`src/rtl/mwma_pkg.sv`:
```
`default_nettype none

package mwma_pkg;

	localparam int unsigned LONG_WINDOW_DEF = 960;
	localparam int unsigned VALUE_BITS_DEF  = 48;
	localparam int unsigned IN_W            = 48;
	localparam int unsigned OUT_W           = 48;
	// four window means, so the final divide is a shift
	localparam int unsigned MEAN_SHIFT      = 2;
	// index of the last register stage of the divide pipelines
	localparam int unsigned DIV_STAGES      = 3;

	typedef struct packed {
		logic en;
		logic out_load;
	} pipe_ctl_t;

endpackage

`default_nettype wire

```
`src/rtl/mwma_ctrl.sv`:
```
`default_nettype none

module mwma_ctrl
	import mwma_pkg::*;
#(
	parameter int unsigned STAGES = DIV_STAGES
) (
	input  wire logic      clk,
	input  wire logic      arst_n,
	input  wire logic      item_valid,
	input  wire logic      result_ready,
	input  wire logic      full_nxt,
	output logic           item_ready,
	output logic           result_valid,
	output logic           history_full,
	output pipe_ctl_t      ctl
);

	logic [STAGES:0] v_q;
	logic [STAGES:0] full_s;
	logic            out_valid_q;
	logic            out_full_q;
	logic            adv_out;
	logic            en;

	// pipeline moves unless the tail stage holds a transaction that cannot leave
	assign adv_out = !out_valid_q || result_ready;
	assign en      = adv_out || !v_q[STAGES];

	always_ff @(posedge clk or negedge arst_n) begin
		if (!arst_n) begin
			v_q         <= '0;
			out_valid_q <= 1'b0;
		end else begin
			if (en) begin
				v_q <= {v_q[STAGES-1:0], item_valid};
			end
			if (adv_out) begin
				out_valid_q <= v_q[STAGES];
			end
		end
	end

	always_ff @(posedge clk) begin
		if (en) begin
			full_s <= {full_s[STAGES-1:0], full_nxt};
		end
		if (adv_out) begin
			out_full_q <= full_s[STAGES];
		end
	end

	assign item_ready   = en;
	assign result_valid = out_valid_q;
	assign history_full = out_full_q;
	assign ctl.en       = en;
	assign ctl.out_load = adv_out;

endmodule

`default_nettype wire

```
`config.mk`:
```
export PLATFORM = sky130hd
export DESIGN_NAME = mwma_ctrl
export DESIGN_NICKNAME = d
export VERILOG_FILES = /design/src/rtl/mwma_pkg.sv /design/src/rtl/mwma_ctrl.sv
export SDC_FILE = /design/constraint.sdc
export NUM_CORES = 1
export LEC_CHECK = 0
export ABC_AREA = 1
export BUFFER_PORTS_ARGS = -buffer_cell sky130_fd_sc_hd__buf_2
export CAP_MARGIN = 0
export CORE_AREA = 2 2 39 41
export DETAILED_ROUTE_END_ITERATION = 10
export DIE_AREA = 0 0 41 43
export HOLD_SLACK_MARGIN = 0.1
export SETUP_SLACK_MARGIN = 0.15
export SLEW_MARGIN = 15
export SYNTH_ARGS = -nofsm -noshare
export SYNTH_HDL_FRONTEND = slang
export SYNTH_SLANG_ARGS = --single-unit
```
`constraint.sdc`:
```
create_clock -name clk -period 2.1 [get_ports clk]
set_input_delay 0.105 -clock clk [delete_from_list [all_inputs] [get_ports clk]]
set_output_delay 0.105 -clock clk [all_outputs]
set_load 0.005 [all_outputs]
```
==> summary by stage <==
Drt
The total via count after detailed routing is approximately 250. After detailed routing, the number of remaining DRC violations is 0. The detailed router used layers up to and including met4.

The routed design uses approximately 260 µm of met2 wire. The average via count per standard cell is between 4 and 5. Summed over all layers, the routed wires come to between 600 and 700 µm. The detailed router finished its first iteration with 2 violations. The detail route stage leaves a number of antenna-violating nets equal to 0.

The first detailed-routing pass ran for 3 iterations. After detailed routing, the met3 layer carries 40 µm of wire. In the final routed layout, each cell accounts on average for 10.36 µm.

The wire length on met1 is around 270 µm.

Power and ir drop
The leakage power of the design is ~0.22 nW. In this run the power density over the cells is about 1300 nW/µm². Summing internal, switching and leakage power gives 0.6198 mW. IR analysis of the VDD net gives a maximum drop of approximately 0.33 mV.

Clocking
Clock latency on the worst-skew pair, taken at its later pin, is between 200 and 300 ps. The buffer depth of the longest clock path is 2. The cell at the root of the clock tree is sky130_fd_sc_hd__clkbuf_4. The CTS clock-pin slew for the worst setup and hold paths is 70 ps. After clock tree synthesis, the repair step resized 0 gates. TritonCTS built the clock tree. Counting every sink on the clock net gives 10. The number of clock buffers added by TritonCTS is 3. CTS built an H-tree with a depth of 1. In this run the post-CTS setup repair buffer count came out at 0.

Floorplan
The die covers ~1800 µm². The number of primary I/O pins is 10. The floorplan has 14 rows.

From bottom edge to top edge, the die measures around 43 µm. In this run the horizontal extent of the chip is 41 µm. The area of the core is 1384 µm². The effective utilization at floorplan is 0.2685.

Yosys
In this run the cell area of the synthesized design comes to ~370 µm². The portion of netlist area occupied by mux cells is 0. The fraction of the mapped netlist area in compound gates is 0.

Of the total synthesized cell area, the portion taken by XOR and XNOR cells is 0. The share of the Yosys chip area taken by registers is 0.7407. The combinational family with the most area after synthesis is simple AND/OR/NAND/NOR gates. The share of synthesized cell area in full adder, half adder and majority cells is 0. The number of synthesized register bits is 10.

The mean post-synth cell area is approximately 13 µm². The top-area cell type share of the netlist area is 0.4040. The simple-gate portion of the synthesized area is 0.1886. The library cell with the largest summed area after synthesis is sky130_fd_sc_hd__edfxtp_1.

Counting distinct cell types in the post-synthesis netlist gives 7. Ranked by total cell area, the synthesized netlist is headed by sky130_fd_sc_hd__edfxtp_1 40%, sky130_fd_sc_hd__dfrtp_1 34%, sky130_fd_sc_hd__nand2_1 9.1%, sky130_fd_sc_hd__nand4_1 5.1%, sky130_fd_sc_hd__nand3_4 4.7%. Counting every net in the synthesized netlist gives 33. The Yosys step of the flow raised 0 warnings. Synthesis produced a netlist whose cell count is 28.

Setup path
STA puts the critical path data required time at approximately 2000 ps. The number of cell instances on the worst register-to-register path is 1. The class of the most critical setup path is reg -> out. The critical path data arrival time is around 1100 ps.

The peak fanout along the critical path is 10. The launch point of the worst reg-to-reg path is result_valid$_DFFE_PN0P_. The worst register-to-register path ends at full_s[2]$_DFFE_PP_. The kind of start point of the critical path is a flip-flop.

The element type at the critical path end is an output port. Across all register-to-register paths, the minimum setup slack is 1180 ps.

GRT
The number of antenna violations at the first check in global routing is 0. The total track usage is 0.09572. Entering global routing, the biggest net connects 11 pins. The sum of overflow across all layers after global routing is 0. The first global-routing pass estimated 1028 µm of wire. The number of global-route vias before repair was 249.

Placement
Routability-driven placement finished with a final weighted congestion of between 0.7 and 0.8. Once detailed placement completed, the half-perimeter wirelength came to approximately 400 µm. Input and output buffers added on the ports amount to 9. Before CTS, the worst setup slack after placement is between 1000 and 1500 ps. In this run, placement finished with an instance count of 51.

Timing
Headroom to the max-slew limit came out at 0.8413. At the pin with the least slew margin, the transition time is about 240 ps. Static timing analysis puts the maximum clock frequency at between 800 and 900 MHz.

The clock tree skew after final layout is ~4.0 ps. The post-route worst setup slack is 918.0 ps. The final count of negative-setup-slack endpoints is 0. Setup repair after global routing left no endpoint under its margin. The share of the clock period used by the worst path is 0.5628. Subtracting the final worst setup slack from the clock period gives about 1200 ps. After routing, the total negative slack on setup checks comes to 0 ps. The final max-slew violation count is 0. The number of hold violations in the final report is 0.

Status
The run finished with clean final reports.

Hold path
The path class of the tightest hold or removal check is in -> async.

Layout
The library cells used most frequently in the layout, excluding fill and tap cells, are 9 x sky130_fd_sc_hd__nand2_1, 9 x sky130_fd_sc_hd__buf_2, 5 x sky130_fd_sc_hd__edfxtp_1, 5 x sky130_fd_sc_hd__dfrtp_1. The number of antenna diodes in the final layout is 0. In the final layout, the share of cells above drive strength 1 is 0.3095. For this run, the post-layout net count is 48.

Relative to the synthesized area, the layout overhead comes to 28.62%. Leaving out filler cells and counting taps, the final layout contains 58.

Flow run
Max-cap violations in this run came to 0.
registers in the layout (all words and copies together) (netlist names):
signal	flops
full_s	4
v_q	4
history_full	1
result_valid	1
worst max path at each step:
stage | from | to | slack, ps
6_report | result_valid$_DFFE_PN0P_ | ctl[1] | 920
5_1_grt | result_valid$_DFFE_PN0P_ | ctl[1] | 850
4_1_cts | result_valid$_DFFE_PN0P_ | ctl[1] | 910
3_5_place_dp | result_valid$_DFFE_PN0P_ | full_s[1]$_DFFE_PP_ | 1180
3_3_place_gp | result_valid$_DFFE_PN0P_ | full_s[0]$_DFFE_PP_ | 1210
2_1_floorplan | result_valid$_DFFE_PN0P_ | full_s[0]$_DFFE_PP_ | 1210
worst max-delay path, stage by stage (launching register included):
cell and delay [ps]:
sky130_fd_sc_hd__dfrtp_1 470, sky130_fd_sc_hd__nand3_4 170, sky130_fd_sc_hd__buf_2 170
power by group:
part,total (mW),switching (mW),internal (mW)
registers,0.361,0.0589,0.302
clock network,0.137,0.0681,0.0688
logic,0.122,0.0656,0.0565
total,0.620,0.193,0.427
final cells by class:
cell class              count  area [µm²]
repair buffers             12       75.07
clock inverters             1       3.754
flip-flops and latches     10       275.3
clock buffers               3       22.52
multi-input cells          13       70.07
well taps                  16       20.02
inverters                   3       11.26
fillers                   156       905.9
cell usage after synthesis:
master	n
sky130_fd_sc_hd__edfxtp_1	5
sky130_fd_sc_hd__inv_1	3
sky130_fd_sc_hd__nand3_4	1
sky130_fd_sc_hd__buf_4	2
sky130_fd_sc_hd__nand2_1	9
sky130_fd_sc_hd__nand4_1	3
sky130_fd_sc_hd__dfrtp_1	5
what timing repair did:
item                       4_1_cts  5_1_grt
hold endpoints to repair         7        0
setup endpoints to repair        0        0
hold buffers                     3        0
cells by family after synthesis:
kind of cell,count (synthesis)
buffers and inverters,5
flip-flops,10
AND/OR/NAND/NOR,13
metal layers:
layer  GRT usage  vias up
li1            -      119
met4      0.1200        0
met1      0.1145      117
met3     0.03141        4
met5           0        -
met2      0.1125        8
per-stage QoR:
step | hold WS (ps) | instance area (µm²) | utilization
2_1_floorplan | -190.6 | 371.6 | -
3_3_place_gp | -74.70 | 421.7 | 0.3047
3_5_place_dp | -72.59 | 421.7 | 0.3047
4_1_cts | 176.0 | 478.0 | 0.3454
5_1_grt | 204.2 | 478.0 | 0.3454
6_report | 172.2 | 478.0 | 0.3454
Power figures use the tool's default switching activity.
