File: src/rtl/mwma_div_lane.sv
`default_nettype none

module mwma_div_lane #(
	parameter int unsigned DIVISOR = 960,
	parameter int unsigned DIV_W   = 58,
	parameter int unsigned QW      = 48
) (
	input  wire logic             clk,
	input  wire logic             en,
	input  wire logic [DIV_W-1:0] dividend,
	output logic      [QW-1:0]    quotient
);

	function automatic int unsigned low_zeros(input int unsigned d);
		int unsigned n;
		n = 0;
		while ((n < 31) && (((d >> n) & 32'd1) == 32'd0)) begin
			n++;
		end
		return n;
	endfunction

	function automatic logic [127:0] recip(input int unsigned sh, input int unsigned d);
		logic [127:0] p;
		p = 128'd1 << sh;
		return (p + 128'(d) - 128'd1) / 128'(d);
	endfunction

	localparam int unsigned CH  = 32;
	localparam int unsigned TZ  = low_zeros(DIVISOR);
	localparam int unsigned ODD = DIVISOR >> TZ;
	localparam int unsigned XW  = DIV_W - TZ;
	localparam int unsigned SH  = XW + $clog2(ODD);
	localparam int unsigned MW  = XW + 1;
	localparam int unsigned NX  = (XW + CH - 1) / CH;
	localparam int unsigned NM  = (MW + CH - 1) / CH;
	localparam int unsigned XP  = NX * CH;
	localparam int unsigned MP  = NM * CH;
	localparam int unsigned RW  = MP + CH;
	localparam int unsigned PW  = XP + MP;
	localparam logic [127:0]  RECIP_WIDE = recip(SH, ODD);
	localparam logic [MP-1:0] RECIP      = RECIP_WIDE[MP-1:0];

	// power of two as a shift, odd part by reciprocal multiply in 32-bit pieces
	logic [XP-1:0]   x_s1;
	logic [2*CH-1:0] pp_s2  [NX][NM];
	logic [RW-1:0]   row_d  [NX];
	logic [RW-1:0]   row_s3 [NX];
	logic [PW-1:0]   total;
	logic [QW-1:0]   quot_s4;

	always_comb begin
		for (int unsigned i = 0; i < NX; i++) begin
			row_d[i] = '0;
			for (int unsigned j = 0; j < NM; j++) begin
				row_d[i] = row_d[i] + (RW'(pp_s2[i][j]) << (CH * j));
			end
		end
		total = '0;
		for (int unsigned i = 0; i < NX; i++) begin
			total = total + (PW'(row_s3[i]) << (CH * i));
		end
	end

	always_ff @(posedge clk) begin
		if (en) begin
			x_s1 <= XP'(dividend[DIV_W-1:TZ]);
			for (int unsigned i = 0; i < NX; i++) begin
				for (int unsigned j = 0; j < NM; j++) begin
					pp_s2[i][j] <= (2*CH)'(x_s1[i*CH +: CH]) * (2*CH)'(RECIP[j*CH +: CH]);
				end
			end
			row_s3  <= row_d;
			quot_s4 <= total[SH +: QW];
		end
	end

	assign quotient = quot_s4;

endmodule

`default_nettype wire

File: config.mk
export PLATFORM = sky130hd
export DESIGN_NAME = mwma_div_lane
export DESIGN_NICKNAME = d
export VERILOG_FILES = /design/src/rtl/mwma_div_lane.sv
export SDC_FILE = /design/constraint.sdc
export NUM_CORES = 2
export LEC_CHECK = 0
export CORE_ASPECT_RATIO = 1.25
export CORE_MARGIN = 2
export CORE_UTILIZATION = 60
export DETAILED_ROUTE_END_ITERATION = 10
export DONT_BUFFER_PORTS = 1
export GPL_TIMING_DRIVEN = 0
export PLACE_DENSITY = 0.85
export SLEW_MARGIN = 0
export SYNTH_ARGS = -nofsm -noshare
export SYNTH_HDL_FRONTEND = slang
export SYNTH_SLANG_ARGS = --single-unit
File: constraint.sdc
create_clock -name clk -period 15.8 [get_ports clk]
set_clock_uncertainty 0.1 [all_clocks]
set_input_delay 3.16 -clock clk [delete_from_list [all_inputs] [get_ports clk]]
set_output_delay 3.16 -clock clk [all_outputs]
set_load 0.03 [all_outputs]
==> impl_metrics.env <==
export IMPL_postSynthCellCount=3314
export IMPL_grt_antenna_before_repair=0
export IMPL_maxCapViolCount=0
export IMPL_via_count=24700
export IMPL_synth_nets=4173
export IMPL_drv_slew=0
export IMPL_design_die_area_mm2=0.0609
export IMPL_run_status="finished, final reports clean"
export IMPL_cts_tree="built"
export IMPL_clock_root_buffer="clkbuf_16"
export IMPL_period_share_pct=49.2
export IMPL_cp_max_fo=7
export IMPL_crit_path_end_kind="register"
export IMPL_holdCritPathClass="register to register"
export IMPL_io_pins=108
export IMPL_grt_ovfl_total=0
export IMPL_period_minus_slack_ns=7.77
export IMPL_clk_latency_ns=0.60
export IMPL_drtAntennaViolNets=0
export IMPL_multiInputGateArea_mm2=0.0213
export IMPL_post_route_drc_count=0
export IMPL_slew_limit_headroom_pct=13.9
export IMPL_cts_buffer_depth=3
export IMPL_critPathKind="register to register"
export IMPL_grt_setup_unrepaired="false"
export IMPL_drive_above_1_share_pct=3.01
export IMPL_hold_buffers=0
export IMPL_initial_core_util_pct=60.6
export IMPL_startpoint_type="register"
export IMPL_avgRoutedWirePerCell_um=20.3
export IMPL_grt_pass1_vias=25600
export IMPL_portBuffers=0
export IMPL_first_pass_iters=6
export IMPL_n_fill_cell=4247
export IMPL_grt_max_degree=392
export IMPL_grt_pass1_wl_mm=134
export IMPL_fmax_ghz=0.129
export IMPL_core_area_mm2=0.0583
export IMPL_place_inst=4071
export IMPL_die_w_um=221
export IMPL_netlist_area_mm2=0.0354
export IMPL_postCtsSetupRepairBufs=0
export IMPL_synth_edf_count=391
export IMPL_finalHoldViolations=0
export IMPL_tightest_slew_ns=1.29
export IMPL_regArea_mm2=0.0117
export IMPL_place_congestion=1.03
export IMPL_synth_seq_cells=391
export IMPL_finalInstanceArea_mm2=0.0377
export IMPL_drt_wl_total_mm=84.2
export IMPL_area_growth_syn_to_layout_pct=6.52
export IMPL_synth_avg_cell_area_um2=10.7
export IMPL_finalSetupViolations=0
export IMPL_yosysWarnings=0
export IMPL_synth_ff_type="edfxtp_1"
export IMPL_fin_tns_setup_ns=0
export IMPL_post_layout_nonfiller_instances=4149
export IMPL_cts_resized=0
export IMPL_ys_seq_area_share_pct=33.2
export IMPL_utilization_pct=64.6
export IMPL_viasPerCell=5.96
export IMPL_die_y_um=275
export IMPL_arrival_ns=7.99
export IMPL_initialDrtViolationCount=1866
export IMPL_clock_sinks=391
export IMPL_fin_nets=4217
export IMPL_numCtsBuffers=42
export IMPL_grt_total_usage_pct=28.0
export IMPL_rows=99
export IMPL_cts_htree_levels=2
export IMPL_worstPathRequired_ns=16.03
export IMPL_dp_hpwl_mm=68.6
export IMPL_dpl_cell_area_mm2=0.0363
export IMPL_synth_cell_types=78
export IMPL_clk_pin_slew_worst_paths_ns=0.06
export IMPL_synth_async_reset_ratio_pct=0
-- layout make-up --
class | instances | area share [%]
Inverter | 567 | 5.65
Antenna cell | 1 | 0.00664
Tap cell | 757 | 2.51
Sequential cell | 391 | 31.2
Clock inverter | 31 | 0.771
Clock buffer | 46 | 2.83
Buffer | 53 | 0.538
Multi-Input combinational cell | 2303 | 56.5
-- critical path, cell delays in order (launching register included) --
cell and delay (ns):
edfxtp_1 0.56, ha_1 0.41, inv_1 0.09, fa_1 0.53
inv_1 0.11, fa_1 0.51, inv_1 0.05, fa_1 0.58
inv_1 0.08, fa_1 0.55, inv_1 0.07, fa_1 0.54
inv_1 0.04, ha_1 0.36, a21o_1 0.22, o41ai_1 0.70
o2111ai_4 0.34, a2111oi_4 0.53, o31ai_1 0.20, a21oi_2 0.36
nor3_1 0.11, nor3_1 0.44
-- worst paths after layout --
kind,startpoint,endpoint,slack [ns],depth (start not counted)
worst max-delay path,x_s1[3]$_DFFE_PP_,pp_s2[0][105]$_DFFE_PP_,8.03,21
worst min-delay path,pp_s2[1][81]$_DFFE_PP_,row_s3[29]$_DFFE_PP_,0.32,0
worst max register to register,x_s1[3]$_DFFE_PP_,pp_s2[0][105]$_DFFE_PP_,8.03,21
worst min register to register,pp_s2[1][81]$_DFFE_PP_,row_s3[29]$_DFFE_PP_,0.32,0
-- state kept, by name (all words and copies together) (netlist names) --
signal,cells
pp_s2,167
quotient,48
row_s3,124
x_s1,52
-- cell usage after synthesis (4+ instances only) --
library cell | number | area [um^2]
a31oi_1 | 27 | 169
xnor2_1 | 181 | 1590
a21o_1 | 125 | 938
ha_1 | 573 | 7170
o211ai_1 | 10 | 75.1
nor2_1 | 112 | 420
o31ai_1 | 12 | 90.1
a31o_2 | 6 | 52.6
nor3_1 | 36 | 180
edfxtp_1 | 391 | 11700
o21ai_0 | 107 | 536
a41oi_1 | 12 | 105
and4_1 | 8 | 70.1
nand2_1 | 131 | 492
nand4_1 | 55 | 344
inv_1 | 567 | 2130
o21bai_1 | 45 | 338
o21a_1 | 28 | 210
nand3_1 | 69 | 345
nand2b_1 | 13 | 81.3
fa_1 | 226 | 4520
clkbuf_1 | 50 | 188
or3_1 | 11 | 68.8
xor2_1 | 95 | 832
and2_1 | 10 | 62.6
or2_2 | 11 | 68.8
nor4_1 | 8 | 50.1
nand3b_1 | 4 | 30.0
a21oi_1 | 225 | 1130
and3_1 | 35 | 219
a211oi_1 | 25 | 188
a21boi_0 | 6 | 45.0
o31a_1 | 5 | 43.8
nor2b_1 | 28 | 175
-- placed cells by master (no fill, tap or decap), drive strengths merged, types with 20 or more instances in the layout --
master / Yosys / final
clkinv: 0 / 20
xor2: 95 / 95
nor2b: 28 / 28
a211oi: 26 / 26
nor3: 36 / 36
o21bai: 46 / 46
and3: 36 / 36
nor2: 112 / 112
xnor2: 181 / 181
nand3: 69 / 69
a31oi: 28 / 28
a21oi: 226 / 226
inv: 567 / 571
fa: 226 / 226
clkbuf: 50 / 96
a21o: 125 / 125
edfxtp: 391 / 391
nand4: 55 / 55
o21ai: 108 / 108
nand2: 131 / 131
o21a: 28 / 28
ha: 573 / 573
-- cells by family after synthesis --
logic type,count (synthesis),share of synthesized area [%]
adder cells (fa/ha/maj),799,33.1
AO/OA/AOI/OAI,685,12.6
buffers and inverters,620,6.59
AND/OR/NAND/NOR,543,7.68
flip-flops,391,33.2
XOR/XNOR,276,6.83
-- per-stage QoR --
step | setup slack, ns | hold slack [ns]
floorplan | 9.39 | 0.300
global placement | 8.15 | 0.304
detailed placement | 8.19 | 0.305
CTS | 8.11 | 0.317
global route | 7.80 | 0.324
finish | 8.03 | 0.316
-- per-layer routing --
layer	up-vias	share of wire (%)	GRT usage, %
li1	11700	-	-
met1	11700	37	30.7
met2	986	50	50.1
met3	330	5.4	3.82
met4	0	8.0	20.1
met5	-	0	0
Power is left out: the tool's default activity adds up to more than one toggle a clock period on the data nets, which glitch-free logic cannot reach.
